--- src/sv/utf8d_pkg.sv ---
// ----------------------------------------------------------------------------
// UTF-8 decoder package
// Field widths, byte class patterns and the replacement code point.
// ----------------------------------------------------------------------------
package utf8d_pkg;

  localparam int unsigned ByteW  = 8;
  localparam int unsigned CpW    = 21;
  localparam int unsigned CountW = 2;

  typedef logic [ByteW-1:0]  byte_t;
  typedef logic [CpW-1:0]    cp_t;
  typedef logic [CountW-1:0] count_t;

  localparam cp_t REPLACEMENT_CP = cp_t'(21'h00FFFD);

  localparam byte_t ASCII_MASK = 8'h80;
  localparam byte_t LEAD2_MASK = 8'hE0;
  localparam byte_t LEAD2_PAT  = 8'hC0;
  localparam byte_t LEAD3_MASK = 8'hF0;
  localparam byte_t LEAD3_PAT  = 8'hE0;
  localparam byte_t LEAD4_MASK = 8'hF8;
  localparam byte_t LEAD4_PAT  = 8'hF0;
  localparam byte_t CONT_MASK  = 8'hC0;
  localparam byte_t CONT_PAT   = 8'h80;
  localparam byte_t CONT_BITS  = 8'h3F;
  localparam byte_t LEAD2_BITS = 8'h1F;
  localparam byte_t LEAD3_BITS = 8'h0F;
  localparam byte_t LEAD4_BITS = 8'h07;

endpackage

--- src/sv/utf8d_if.sv ---
// ----------------------------------------------------------------------------
// UTF-8 decoder channels
// Valid/ready channels for text bytes and decoded code points.
// ----------------------------------------------------------------------------
interface utf8d_byte_if;
  logic                 valid;
  logic                 ready;
  utf8d_pkg::byte_t     text_byte;
  logic                 end_of_text;

  modport source (output valid, output text_byte, output end_of_text, input ready);
  modport sink   (input valid, input text_byte, input end_of_text, output ready);
endinterface

interface utf8d_cp_if;
  logic                 valid;
  logic                 ready;
  utf8d_pkg::cp_t       code_point;
  logic                 replaced;
  logic                 final_result;

  modport source (output valid, output code_point, output replaced, output final_result,
                  input ready);
  modport sink   (input valid, input code_point, input replaced, input final_result,
                  output ready);
endinterface

--- src/sv/utf8_byte_stream_decoder_core.sv ---
// ----------------------------------------------------------------------------
// UTF-8 byte stream decoder
// A byte request passes the input register, then the result register, before its
// code point request, if any, appears. The block takes one byte per cycle unless a
// held code point request stalls it, set by the single decode step between the two
// registers. Reset (rst, synchronous) empties both registers and clears the sequence state.
// ----------------------------------------------------------------------------
module utf8_byte_stream_decoder_core (
  input  logic            clk,
  input  logic            rst,
  utf8d_byte_if.sink      text,
  utf8d_cp_if.source      chars
);

  logic                s1_valid;
  utf8d_pkg::byte_t    s1_byte;
  logic                s1_eot;

  utf8d_pkg::count_t   expected;
  utf8d_pkg::cp_t      partial;

  logic                out_valid;
  utf8d_pkg::cp_t      out_cp;
  logic                out_repl;
  logic                out_fin;

  logic                advance;

  utf8d_pkg::count_t   expected_next;
  utf8d_pkg::cp_t      partial_next;
  logic                emit;
  utf8d_pkg::cp_t      cp_c;
  logic                repl_c;
  logic                fin_c;
  utf8d_pkg::cp_t      shifted;

  assign advance    = !out_valid || chars.ready;
  assign text.ready = !s1_valid || advance;

  assign chars.valid        = out_valid;
  assign chars.code_point   = out_cp;
  assign chars.replaced     = out_repl;
  assign chars.final_result = out_fin;

  assign shifted = {partial[utf8d_pkg::CpW-7:0], s1_byte[5:0]};

  always_comb begin
    expected_next = expected;
    partial_next  = partial;
    emit          = 1'b0;
    cp_c          = utf8d_pkg::REPLACEMENT_CP;
    repl_c        = 1'b1;
    fin_c         = s1_eot;
    if (expected == '0) begin
      priority if ((s1_byte & utf8d_pkg::ASCII_MASK) == '0) begin
        emit   = 1'b1;
        cp_c   = utf8d_pkg::cp_t'(s1_byte);
        repl_c = 1'b0;
      end else if ((s1_byte & utf8d_pkg::LEAD2_MASK) == utf8d_pkg::LEAD2_PAT) begin
        expected_next = 2'd1;
        partial_next  = utf8d_pkg::cp_t'(s1_byte & utf8d_pkg::LEAD2_BITS);
      end else if ((s1_byte & utf8d_pkg::LEAD3_MASK) == utf8d_pkg::LEAD3_PAT) begin
        expected_next = 2'd2;
        partial_next  = utf8d_pkg::cp_t'(s1_byte & utf8d_pkg::LEAD3_BITS);
      end else if ((s1_byte & utf8d_pkg::LEAD4_MASK) == utf8d_pkg::LEAD4_PAT) begin
        expected_next = 2'd3;
        partial_next  = utf8d_pkg::cp_t'(s1_byte & utf8d_pkg::LEAD4_BITS);
      end else begin
        emit = 1'b1;
      end
    end else if ((s1_byte & utf8d_pkg::CONT_MASK) != utf8d_pkg::CONT_PAT) begin
      // drop the sequence, consume the byte
      expected_next = '0;
      partial_next  = '0;
      emit          = 1'b1;
    end else begin
      expected_next = expected - 2'd1;
      partial_next  = shifted;
      if (expected == 2'd1) begin
        emit         = 1'b1;
        cp_c         = shifted;
        repl_c       = 1'b0;
        partial_next = '0;
      end
    end
    if (s1_eot) begin
      if (expected_next != '0) begin
        emit   = 1'b1;
        cp_c   = utf8d_pkg::REPLACEMENT_CP;
        repl_c = 1'b1;
        fin_c  = 1'b1;
      end
      expected_next = '0;
      partial_next  = '0;
    end
  end

  always_ff @(posedge clk) begin
    if (rst) begin
      s1_valid  <= 1'b0;
      out_valid <= 1'b0;
      expected  <= '0;
      partial   <= '0;
    end else begin
      if (text.ready) begin
        s1_valid <= text.valid;
      end
      if (advance) begin
        out_valid <= s1_valid && emit;
        if (s1_valid) begin
          expected <= expected_next;
          partial  <= partial_next;
        end
      end
    end
  end

  always_ff @(posedge clk) begin
    if (text.ready) begin
      s1_byte <= text.text_byte;
      s1_eot  <= text.end_of_text;
    end
    if (advance) begin
      out_cp   <= cp_c;
      out_repl <= repl_c;
      out_fin  <= fin_c;
    end
  end

endmodule

--- src/flat_wrapper.sv ---
// flat-port wrapper written by rule: the top's interface ports become plain ports
module utf8_byte_stream_decoder_core_flat 
  (clk, rst, text_valid, text_text_byte, text_end_of_text, text_ready, chars_valid, chars_code_point, chars_replaced, chars_final_result, chars_ready);
  utf8d_byte_if text_i ();
  utf8d_cp_if chars_i ();
  input  logic clk;
  input  logic rst;
  input wire logic [$bits(text_i.valid)-1:0] text_valid;
  input wire logic [$bits(text_i.text_byte)-1:0] text_text_byte;
  input wire logic [$bits(text_i.end_of_text)-1:0] text_end_of_text;
  output wire logic [$bits(text_i.ready)-1:0] text_ready;
  output wire logic [$bits(chars_i.valid)-1:0] chars_valid;
  output wire logic [$bits(chars_i.code_point)-1:0] chars_code_point;
  output wire logic [$bits(chars_i.replaced)-1:0] chars_replaced;
  output wire logic [$bits(chars_i.final_result)-1:0] chars_final_result;
  input wire logic [$bits(chars_i.ready)-1:0] chars_ready;
  assign text_i.valid = text_valid;
  assign text_i.text_byte = text_text_byte;
  assign text_i.end_of_text = text_end_of_text;
  assign text_ready = text_i.ready;
  assign chars_valid = chars_i.valid;
  assign chars_code_point = chars_i.code_point;
  assign chars_replaced = chars_i.replaced;
  assign chars_final_result = chars_i.final_result;
  assign chars_i.ready = chars_ready;
  utf8_byte_stream_decoder_core u_core (.clk(clk), .rst(rst), .text(text_i), .chars(chars_i));
endmodule
--- config.mk ---
export PLATFORM = sky130hd
export DESIGN_NAME = utf8_byte_stream_decoder_core_flat
export DESIGN_NICKNAME = d
export VERILOG_FILES = /design/src/sv/utf8d_pkg.sv /design/src/sv/utf8d_if.sv /design/src/sv/utf8_byte_stream_decoder_core.sv /design/src/flat_wrapper.sv
export SDC_FILE = /design/constraint.sdc
export NUM_CORES = 1
export LEC_CHECK = 0
export ABC_AREA = 1
export BUFFER_PORTS_ARGS = -buffer_cell sky130_fd_sc_hd__buf_2
export CAP_MARGIN = 20
export CORE_MARGIN = 4
export CORE_UTILIZATION = 54
export DETAILED_ROUTE_END_ITERATION = 7
export PLACE_DENSITY = 0.78
export SLEW_MARGIN = 10
export SYNTH_ARGS = -nofsm -noshare
export SYNTH_HDL_FRONTEND = slang
export SYNTH_SLANG_ARGS = --single-unit
--- constraint.sdc ---
create_clock -name clk -period 2.24 [get_ports clk]
set_input_delay 0.112 -clock clk [delete_from_list [all_inputs] [get_ports clk]]
set_output_delay 0.112 -clock clk [all_outputs]
set_load 0.01 [all_outputs]
### Word level (Yosys, flattened, before mapping)

Cells that the tools add are included.
Widths: inputs -> output; s select.

* register bits after elaboration: 51
* output and inout port bits: 25
* word-level logic and storage cells: 64

* $add $sub $neg: 1
* muxes and demuxes: 37
* reductions and logical operators: 10
* equal/unequal tests: 7

Operators with widths (count)
* $mux 15: 8
* $mux 21: 5
* $mux 1: 16
* $mux 16: 1
* $mux 2: 7
* $logic_not 8->1: 1
* $eq 5x5->1 const B: 1
* $ne 5x4->1 const B: 1
* $eq 4x4->1 const B: 1
* $reduce_and 4->1: 1
* $eq 3x3->1 const B: 1
* $ne 3x2->1 const B: 1
* $eq 2x1->1 const B: 1
* $logic_not 1->1: 2
* $logic_not 2->1: 1
* $logic_or 1x1->1: 2
* $ne 2x2->1 const B: 1
* $reduce_and 2->1: 1
* $reduce_bool 2->1: 1
* $sub 2x1->2 const B: 1
* $logic_and 1x1->1: 1

### Depth between registers and ports, before layout

Gate-level depths: netlist of run 1.

* depth in word-level cells: 10
* depth in mapped cells: 11
* depth with buffers taken out: 11

### Least setup slack after synthesis of run 1

OpenSTA, ideal clock, no wires.

* kind: register to register
* start: register u_core.out_valid, in the netlist u_core.chars.valid
* end: register u_core.partial[14]
* path slack: 310 ps
* required time: 2170 ps
* cell stages (with the launch flop): 10
* library setup time: 70 ps
* arrival time: 1860 ps
* buffers on the path: 0
* clock period less this slack: 1930 ps
* cell sequence: dfxtp_1 -> inv_1 -> nor2_1 -> inv_1 -> nand2_1 -> nor2_1 -> o21ai_2 -> nor3_4 -> nand2_1 -> a21oi_1

* longest elaborated chain between the ends: 3

Ends and longest elaborated chain
* start: declaration: line utf8_byte_stream_decoder_core.sv:22 `logic out_valid;`
* start signal: assignment: line utf8_byte_stream_decoder_core.sv:109 `out_valid <= s1_valid && emit;`
* $logic_not 1->1: line utf8_byte_stream_decoder_core.sv:37 `assign advance = !out_valid || chars.ready;`
* $logic_or 1x1->1: line utf8_byte_stream_decoder_core.sv:37
* $reduce_and 4->1 (no source line)
* end signal: assignment: line utf8_byte_stream_decoder_core.sv:112 `partial <= partial_next;`
* end: declaration: line utf8_byte_stream_decoder_core.sv:20 `utf8d_pkg::cp_t partial;`

No other way between the ends.
A chain may end at the register's enable or synchronous reset.

### Worst setup path in the final report of run 1

* start: register u_core.expected[0]
* end: register u_core.out_cp[2], in the netlist u_core.chars.code_point[2], data pin

* longest elaborated chain between the ends: 8

Ends and longest elaborated chain
* start: declaration: line utf8_byte_stream_decoder_core.sv:19 `utf8d_pkg::count_t expected;`
* start signal: assignment: line utf8_byte_stream_decoder_core.sv:111 `expected <= expected_next;`
* $mux 2: line utf8_byte_stream_decoder_core.sv:65 `end else if ((s1_byte & utf8d_pkg::LEAD4_MASK) == utf8d_pkg::LEAD4_PAT) begin`
* $mux 2: line utf8_byte_stream_decoder_core.sv:62 `end else if ((s1_byte & utf8d_pkg::LEAD3_MASK) == utf8d_pkg::LEAD3_PAT) begin`
* $mux 2: line utf8_byte_stream_decoder_core.sv:59 `end else if ((s1_byte & utf8d_pkg::LEAD2_MASK) == utf8d_pkg::LEAD2_PAT) begin`
* $mux 2: line utf8_byte_stream_decoder_core.sv:55 `priority if ((s1_byte & utf8d_pkg::ASCII_MASK) == '0) begin`
* $mux 2: line utf8_byte_stream_decoder_core.sv:54 `if (expected == '0) begin`
* $reduce_bool 2->1: line utf8_byte_stream_decoder_core.sv:87 `if (expected_next != '0) begin`
* $mux 21: line utf8_byte_stream_decoder_core.sv:87
* $mux 21 *: line utf8_byte_stream_decoder_core.sv:86 `if (s1_eot) begin`
* named net u_core.cp_c[2]: line utf8_byte_stream_decoder_core.sv:32 `utf8d_pkg::cp_t cp_c;`
* end signal: assignment: line utf8_byte_stream_decoder_core.sv:124 `out_cp <= cp_c;`
* end: declaration: line utf8_byte_stream_decoder_core.sv:23 `utf8d_pkg::cp_t out_cp;`

The timed path passes the listed nets; every way through them passes the cells marked *.

==> results of run 1 <==
worst max-delay path: cells and delay by family, from the launching register on:
family | cells | cell delay (ns)
simple gates | 6 | 0.78
flops | 1 | 0.34
fa+ha+maj | 1 | 0.25
buf+inv | 2 | 0.18
compound gates | 1 | 0.14
area by class of cell:
type | instances | area, µm²
timing repair buffer | 51 | 313
sequential | 51 | 1340
inverter | 23 | 86.3
tap | 48 | 60.1
clock buffer | 6 | 72.6
multi-input combinational | 132 | 632
fill | 294 | 1200
clock inverter | 2 | 12.5
metrics by stage:
step	setup WS (ns)	util	std cells	hold slack, ns	area (µm²)
after floorplan	0.310	-	212	0.211	2090
after global placement	0.400	0.630	296	0.289	2340
after detailed placement	0.327	0.630	296	0.290	2340
after CTS	0.325	0.677	313	0.0359	2520
after global routing	0.114	0.677	313	0.0480	2520
final	0.321	0.677	313	0.0456	2520
Yosys cell counts:
| master | instances |
|---|---|
| a21oi_1 | 22 |
| a21oi_2 | 1 |
| buf_2 | 1 |
| buf_4 | 3 |
| clkbuf_1 | 2 |
| dfxtp_1 | 19 |
| edfxtp_1 | 32 |
| ha_1 | 2 |
| inv_1 | 22 |
| inv_2 | 1 |
| nand2_1 | 61 |
| nand2_2 | 2 |
| nand2_4 | 2 |
| nand3_1 | 19 |
| nor2_1 | 12 |
| nor2_2 | 2 |
| nor3_1 | 1 |
| nor3_4 | 1 |
| o21ai_0 | 1 |
| o21ai_2 | 3 |
| o22ai_1 | 1 |
| or2_1 | 2 |
sequential cells by signal, summed over array words and instances, names as in the netlist:
| signal | cells |
|---|---|
| u_core.s1_byte | 8 |
| u_core.chars.valid | 1 |
| u_core.s1_eot | 1 |
| u_core.chars.code_point | 21 |
| u_core.expected | 2 |
| u_core.chars.replaced | 1 |
| u_core.partial | 15 |
| u_core.chars.final_result | 1 |
| u_core.s1_valid | 1 |
report_power, final:
part,leakage [nW],switching (mW),internal (mW)
logic,0.519,0.107,0.0724
clock network,0.0412,0.281,0.218
registers,0.485,0.0187,1.05
total,1.05,0.406,1.34
worst paths after layout:
path                                         from  slack, ns                                    to
setup / recovery  u_core.expected[0]$_SDFFE_PP0P_       0.32  u_core.chars.code_point[2]$_DFFE_PN_
hold / removal                         text_valid       0.05          u_core.s1_valid$_SDFFE_PP0P_
setup reg to reg  u_core.expected[0]$_SDFFE_PP0P_       0.32  u_core.chars.code_point[2]$_DFFE_PN_
hold reg to reg   u_core.partial[11]$_SDFFE_PP0P_       0.47       u_core.partial[11]$_SDFFE_PP0P_
logic make-up (layout without fill, tap and decap cells):
logic type               count (synthesis)  count (layout)
AO/OA/AOI/OAI                           28              28
adder cells (fa/ha/maj)                  2               2
buffers and inverters                   29              82
flip-flops                              51              51
AND/OR/NAND/NOR                        102             102
metal layers:
metal | part of all wire | wire length [µm] | up-vias
met5 | 0 | 0 | -
met4 | 0.017 | 61 | 0
met3 | 0.077 | 281 | 6
met2 | 0.45 | 1630 | 47
met1 | 0.46 | 1670 | 684
li1 | - | - | 798
==> flow_summary.json, run 1 <==
{
  "timing.fmax_ghz": 0.521,
  "critPathArrivalTime_ns": 1.97,
  "cts_root_buf": "clkbuf_8",
  "insertion_delay_ns": 0.30,
  "ys_top_cells_by_area": "edfxtp_1 (46%), dfxtp_1 (18%), nand2_1 (11%), a21oi_1 (5.3%), nand3_1 (4.5%)",
  "grt_use_met3": 0.0561,
  "final-max-slew-violation-count": 0,
  "cts_buffer_depth": 2,
  "worst_setup_path_start_kind": "register",
  "core_mm2": 0.00372,
  "cts_resized": 0,
  "worstPathCellList": "inv_1, ha_1, inv_1, nand3_1, nor2_1, a21oi_2, nand2_2, nand2_4, nand2_4, or2_1",
  "place_congestion": 0.891,
  "synth_top_area_cell": "edfxtp_1",
  "synthAdderAreaFrac": 0.0119,
  "ys_types": 22,
  "cts_tree": "done",
  "reg2reg_depth": 10,
  "grt.busiest_layer": "met2",
  "period_minus_slack_ns": 1.92,
  "die_width_um": 70.3,
  "cp.required_ns": 2.29,
  "post-route-drc-count": 0,
  "syn_to_final_growth_pct": 20.2,
  "period_share": 0.856,
  "holdPathStages": 3,
  "yosysTopAreaCellShare": 0.459,
  "worst_pin_slew_ns": 0.415,
  "cts_hold_buf": 9,
  "leakagePower_nw": 1.05,
  "layout_common_cells": "nand2_1 (61), buf_2 (37), edfxtp_1 (32)",
  "ys_warn_count": 0,
  "grt_max_degree": 25,
  "holdCritPathClass": "in -> reg",
  "path_max_fanout": 16,
  "final_hold_viol_count": 0,
  "drt_first_iter_violations": 116,
  "critPathCaptureType": "register",
  "hpwl_mm": 2.67,
  "grt_overflow": 0,
  "syn_area_mm2": 0.00209,
  "fin_setup_tns_ns": 0,
  "antenna_found_initial": 0,
  "wire_per_inst_um": 11.7,
  "cts_setup_buffers": 0,
  "final_common_cell": "nand2_1",
  "status": "finished clean",
  "ir_worst_vdd_uv": 442,
  "grt_pass1_wl_mm": 6.41,
  "use_met1": 0.221,
  "yosys.area_share.xor_xnor": 0,
  "synth.yosys.seq_area_share": 0.640,
  "synth_fp_nets": 227,
  "syn_area_per_cell_um2": 9.88,
  "num_rows": 22,
  "grtUsageTotal": 0.166,
  "crit_type": "reg -> reg",
  "syn_inst": 212,
  "critPathSlowestCell": "dfxtp_1",
  "portBuffers": 37,
  "drt_first_pass_iters": 4,
  "finalClockSkew_ns": 0.00806,
  "yosys.area_share.simple": 0.215,
  "power_mw": 1.75,
  "die_area_mm2": 0.00494,
  "ioPinCount": 38,
  "antenna_cells": 0,
  "cts_htree_levels": 2,
  "start_util": 0.564,
  "clk_pin_slew_ns": 0.08,
  "via_per_inst": 4.90,
  "slowest_delay_ns": 0.34,
  "slew_headroom": 0.723,
  "drive_gt1_frac": 0.230,
  "synth-seq-cells": 51,
  "cts_buffers": 5,
  "rsz0062_at_grt": "no",
  "vias": 1535,
  "maxCapViolations": 0,
  "die_h_um": 70.3,
  "use_met2": 0.251,
  "p_per_area_mw_per_mm2": 694,
  "synth_compound_area_frac": 0.0747,
  "totalWireLength_mm": 3.65,
  "final_nets": 279,
  "grt_pass1_vias": 1395,
  "synth_top_family_by_area": "simple AND/OR/NAND/NOR gates",
  "synthMuxAreaShare": 0,
  "cts.sinks": 51,
  "ant_nets": 0,
  "setup_violations": 0
}
(Power assumes the default switching activity.)
==> inputs of run 2 (changes only) <==
PLACE_DENSITY = default   (was 0.78)
PLACE_DENSITY_LB_ADDON = 0.08   (was default)
==> run 2 against run 1 <==
Against the previous run: sequential power hardly changed; combinational power about the same; global-route usage grew 0.26 points; clock-buffer cell count decreased by 1; sequential share of layout area fell by 0.58 points; sequential cell count did not move; via count is 1.1% higher; wire length is 10% higher; critical endpoint is now u_core.chars.code_point[10]$_DFFE_PN_; cell area increased by 1.1%; final cell count unchanged.
==> flow_summary.json, run 2 (synthesis results as in run 1) <==
{
  "fillCellCount": 299,
  "slew_headroom": 0.702,
  "cts_tree": "done",
  "p_per_area_mw_per_mm2": 739,
  "antenna_cells": 0,
  "ir_worst_vdd_uv": 526,
  "cts_htree_levels": 2,
  "final_common_cell": "nand2_1",
  "cts_resized": 0,
  "place_congestion": 0.833,
  "drive_gt1_frac": 0.234,
  "cts_buffer_depth": 2,
  "grt_overflow": 0,
  "timing.fmax_ghz": 0.519,
  "die_area_mm2": 0.00494,
  "die_width_um": 70.3,
  "leakagePower_nw": 1.06,
  "period_share": 0.861,
  "ant_nets": 0,
  "place_ws_ns": 0.322,
  "dpl-instance-area_mm2": 0.00234,
  "fin_setup_tns_ns": 0,
  "period_minus_slack_ns": 1.93,
  "via_per_inst": 4.96,
  "fin_ws_ns": 0.311,
  "setup_violations": 0,
  "critPathCaptureType": "register",
  "grtUsageTotal": 0.169,
  "critPathArrivalTime_ns": 1.98,
  "rsz0062_at_grt": "no",
  "totalWireLength_mm": 4.01,
  "post-route-drc-count": 0,
  "worst_pin_slew_ns": 0.447,
  "wire_per_inst_um": 12.8,
  "seq_area_mm2": 0.00134,
  "maxCapViolations": 0,
  "largest_reg_flops": 21,
  "drt_first_iter_violations": 79,
  "cts_buffers": 5,
  "core_mm2": 0.00372,
  "final-max-slew-violation-count": 0,
  "final_hold_viol_count": 0,
  "final_nets": 279,
  "multi_input_area_um2": 632,
  "layout_common_cells": "nand2_1 (61), buf_2 (37), edfxtp_1 (32)",
  "cts_root_buf": "clkbuf_8",
  "cts.sinks": 51,
  "grt_pass1_vias": 1481,
  "syn_to_final_growth_pct": 21.5,
  "crit_type": "reg -> reg",
  "cp.required_ns": 2.29,
  "worst_setup_path_start_kind": "register",
  "path_max_fanout": 9,
  "finalClockSkew_ns": 0.0103,
  "portBuffers": 37,
  "insertion_delay_ns": 0.30,
  "status": "finished clean",
  "drt_first_pass_iters": 5,
  "grt_pass1_wl_mm": 6.56,
  "ioPinCount": 38,
  "die_h_um": 70.3,
  "hpwl_mm": 2.81,
  "antenna_found_initial": 0,
  "holdCritPathClass": "in -> reg",
  "clk_pin_slew_ns": 0.09,
  "num_rows": 22,
  "vias": 1552,
  "start_util": 0.564,
  "grt_max_degree": 25,
  "final_area_mm2": 0.00254
}
[run 2: cell count changes in the layout (fill, tap and decap cells not counted), sizes merged]
cell and change:
clkinv +1, clkinvlp -1, bufinv +1, clkbuf -1
[run 2: routing by layer]
layer / GRT usage / up-vias / share of wire
li1: - / 801 / -
met1: 0.204 / 705 / 0.44
met2: 0.289 / 37 / 0.49
met3: 0.0360 / 9 / 0.050
met4: 0.0723 / 0 / 0.021
met5: 0 / - / 0
[run 2: worst paths after layout]
kind                                   startpoint                                     to  slack, ns  cells after the start
setup / recovery  u_core.expected[0]$_SDFFE_PP0P_  u_core.chars.code_point[10]$_DFFE_PN_       0.31                      9
setup reg to reg  u_core.expected[0]$_SDFFE_PP0P_  u_core.chars.code_point[10]$_DFFE_PN_       0.31                      9
hold reg to reg      u_core.s1_valid$_SDFFE_PP0P_        u_core.chars.valid$_SDFFE_PP0N_       0.47                      2
hold / removal                         text_valid           u_core.s1_valid$_SDFFE_PP0P_       0.05                      3
[run 2: power breakdown]
part | switching (mW) | internal [mW] | total, mW | leakage, nW
clock | 0.297 | 0.333 | 0.630 | 0.0581
combinational | 0.110 | 0.0722 | 0.182 | 0.519
sequential | 0.0189 | 1.05 | 1.07 | 0.485
[run 2: worst max-delay path: stages, from the launching register on]
cell	delay [ns]
dfxtp_1	0.39
inv_1	0.09
ha_1	0.26
inv_1	0.09
nand3_1	0.16
nor2_2	0.14
inv_1	0.06
nand2_1	0.19
buf_4	0.21
nand3_1	0.10
[run 2: cell type report]
class	count	share of cell area
Clock buffer	5	0.0270
Tap cell	48	0.0236
Sequential cell	51	0.527
Timing Repair Buffer	51	0.123
Multi-Input combinational cell	132	0.248
Inverter	23	0.0339
Clock inverter	3	0.0172
[run 2: timing repair]
| item | CTS | global route |
|---|---|---|
| buffers inserted | 0 | 0 |
| endpoints found under the hold margin | 9 | 0 |
| hold buffers | 9 | 0 |
[run 2: per-stage QoR]
step            util  total power, mW  std cells  hold WS [ns]
6_report       0.685             1.88        313        0.0454
3_5_place_dp   0.630             1.26        296         0.290
4_1_cts        0.685             1.89        313        0.0395
3_3_place_gp   0.630             1.26        296         0.289
2_1_floorplan      -             1.20        212         0.211
5_1_grt        0.685             1.95        313        0.0574
==> inputs of run 3 (changes only) <==
CORE_MARGIN = default   (was 4)
==> run 3 against run 2 <==
Against the previous run: critical path depth stayed put; register-to-register slack about the same; clock-buffer cell count is 1 higher; fmax up 0.43%; total power down 4.2%; combinational power barely moved; first-iteration DRC count is 42% higher; sequential share of layout area is 0.29 points higher; sequential power hardly changed; die area is 16% lower.
==> flow_summary.json, run 3 (synthesis results as in run 1) <==
{
  "status": "finished clean",
  "hold_end": "u_core.s1_valid$_SDFFE_PP0P_",
  "drt_first_pass_iters": 4,
  "cts_buffer_depth": 2,
  "r2r_slack_ns": 0.32,
  "final_common_cell": "nand2_1",
  "ant_nets": 0,
  "fillCellCount": 309,
  "seq_area_mm2": 0.00134,
  "die_area_mm2": 0.00413,
  "leakagePower_nw": 1.05,
  "period_minus_slack_ns": 1.92,
  "largest_reg_flops": 21,
  "timing.fmax_ghz": 0.521,
  "totalWireLength_mm": 3.70,
  "power_frac_seq": 0.592,
  "critPathCaptureType": "register",
  "use_met2": 0.345,
  "multi_input_area_um2": 632,
  "final-max-slew-violation-count": 0,
  "wire_per_inst_um": 11.8,
  "start_util": 0.568,
  "clockPowerShare": 0.308,
  "place_congestion": 0.911,
  "cts_htree_levels": 2,
  "p_comb_frac": 0.100,
  "grt_overflow": 0,
  "reg2reg_to": "u_core.chars.code_point[8]$_DFFE_PN_",
  "core_mm2": 0.00369,
  "grt.busiest_layer": "met2",
  "holdPathStages": 3,
  "crit_type": "reg -> reg",
  "syn_to_final_growth_pct": 20.8,
  "power_mw": 1.80,
  "drive_gt1_frac": 0.234,
  "cts_resized": 0,
  "grt_pass1_wl_mm": 6.13,
  "ioPinCount": 38,
  "cp.required_ns": 2.29,
  "portBuffers": 37,
  "num_rows": 22,
  "final_nets": 279,
  "clk_pin_slew_ns": 0.09,
  "fin_setup_tns_ns": 0,
  "hp-start": "text_valid",
  "finalClockSkew_ns": 0.0102,
  "ir_worst_vdd_uv": 602,
  "critPathLaunch": "u_core.expected[0]$_SDFFE_PP0P_",
  "insertion_delay_ns": 0.30,
  "worst_pin_slew_ns": 0.432,
  "internal_power_mw": 1.37,
  "final_area_mm2": 0.00253,
  "final_hold_viol_count": 0,
  "p_per_area_mw_per_mm2": 711,
  "antenna_cells": 0,
  "critPathArrivalTime_ns": 1.97,
  "die_h_um": 64.3,
  "worstReg2RegStart": "u_core.expected[0]$_SDFFE_PP0P_",
  "maxCapViolations": 0,
  "antenna_found_initial": 0,
  "cts.sinks": 51,
  "cts_buffers": 5,
  "die_width_um": 64.3,
  "drt_first_iter_violations": 112,
  "grt_pass1_vias": 1450,
  "grtUsageTotal": 0.196,
  "cts_tree": "done",
  "cts_hold_buf": 9,
  "reg2reg_depth": 9,
  "cts_root_buf": "clkbuf_8",
  "cts_setup_buffers": 0,
  "grt_max_degree": 25,
  "via_per_inst": 4.92,
  "vias": 1541,
  "holdCritPathClass": "in -> reg",
  "layout_common_cells": "nand2_1 (61), buf_2 (37), edfxtp_1 (32)",
  "hpwl_mm": 2.60,
  "dpl-instance-area_mm2": 0.00234,
  "setup_violations": 0,
  "use_met1": 0.232,
  "grt_use_met3": 0.0357,
  "worst_setup_path_start_kind": "register",
  "slew_headroom": 0.711,
  "p_sw_frac": 0.237,
  "period_share": 0.857,
  "path_max_fanout": 9,
  "post-route-drc-count": 0,
  "rsz0062_at_grt": "no",
  "p_sw_mw": 0.427
}
## run 3: cell type report
type	count	area share
clock buffer	6	0.0326
clock inverter	2	0.00643
inverter	23	0.0341
multi-input combinational	132	0.250
sequential	51	0.530
tap	48	0.0237
timing repair buffer	51	0.124
## run 3: worst max-delay path by stage
stage | endpoint | slack, ns | cells after the start
after global placement | u_core.chars.code_point[2]$_DFFE_PN_ | 0.37 | 10
final | u_core.chars.code_point[8]$_DFFE_PN_ | 0.32 | 9
after floorplan | u_core.partial[14]$_SDFFE_PP0P_ | 0.31 | 9
after global routing | u_core.chars.code_point[13]$_DFFE_PN_ | 0.16 | 9
after CTS | u_core.chars.code_point[8]$_DFFE_PN_ | 0.30 | 9
after detailed placement | u_core.chars.code_point[8]$_DFFE_PN_ | 0.30 | 9
## run 3: power groups by stage
stage,clock [mW],sequential [mW],combinational (mW)
after global placement,0,1.09,0.166
after detailed placement,0,1.09,0.169
after global routing,0.598,1.07,0.199
after floorplan,0,1.11,0.0870
final,0.554,1.07,0.179
after CTS,0.562,1.07,0.181
## run 3: worst max-delay path, stage by stage, from the launching register on
cell	delay, ns
dfxtp_1	0.38
inv_1	0.09
ha_1	0.26
inv_1	0.09
nand3_1	0.16
nor2_2	0.14
inv_1	0.06
nand2_1	0.20
buf_4	0.21
nand3_1	0.09
## run 3: per-layer routing
| metal | wire length (µm) | share of wire |
|---|---|---|
| met3 | 158 | 0.043 |
| met4 | 60 | 0.016 |
| met5 | 0 | 0 |
| met1 | 1590 | 0.43 |
| met2 | 1890 | 0.51 |
## run 3: through the flow
stage                     hold WS, ns  std cells  utilization  setup slack, ns
after global routing           0.0638        313        0.686            0.157
after floorplan                 0.211        212            -            0.310
final                          0.0603        313        0.686            0.320
after detailed placement        0.291        296        0.635            0.296
after global placement          0.288        296        0.635            0.374
after CTS                      0.0589        313        0.686            0.297
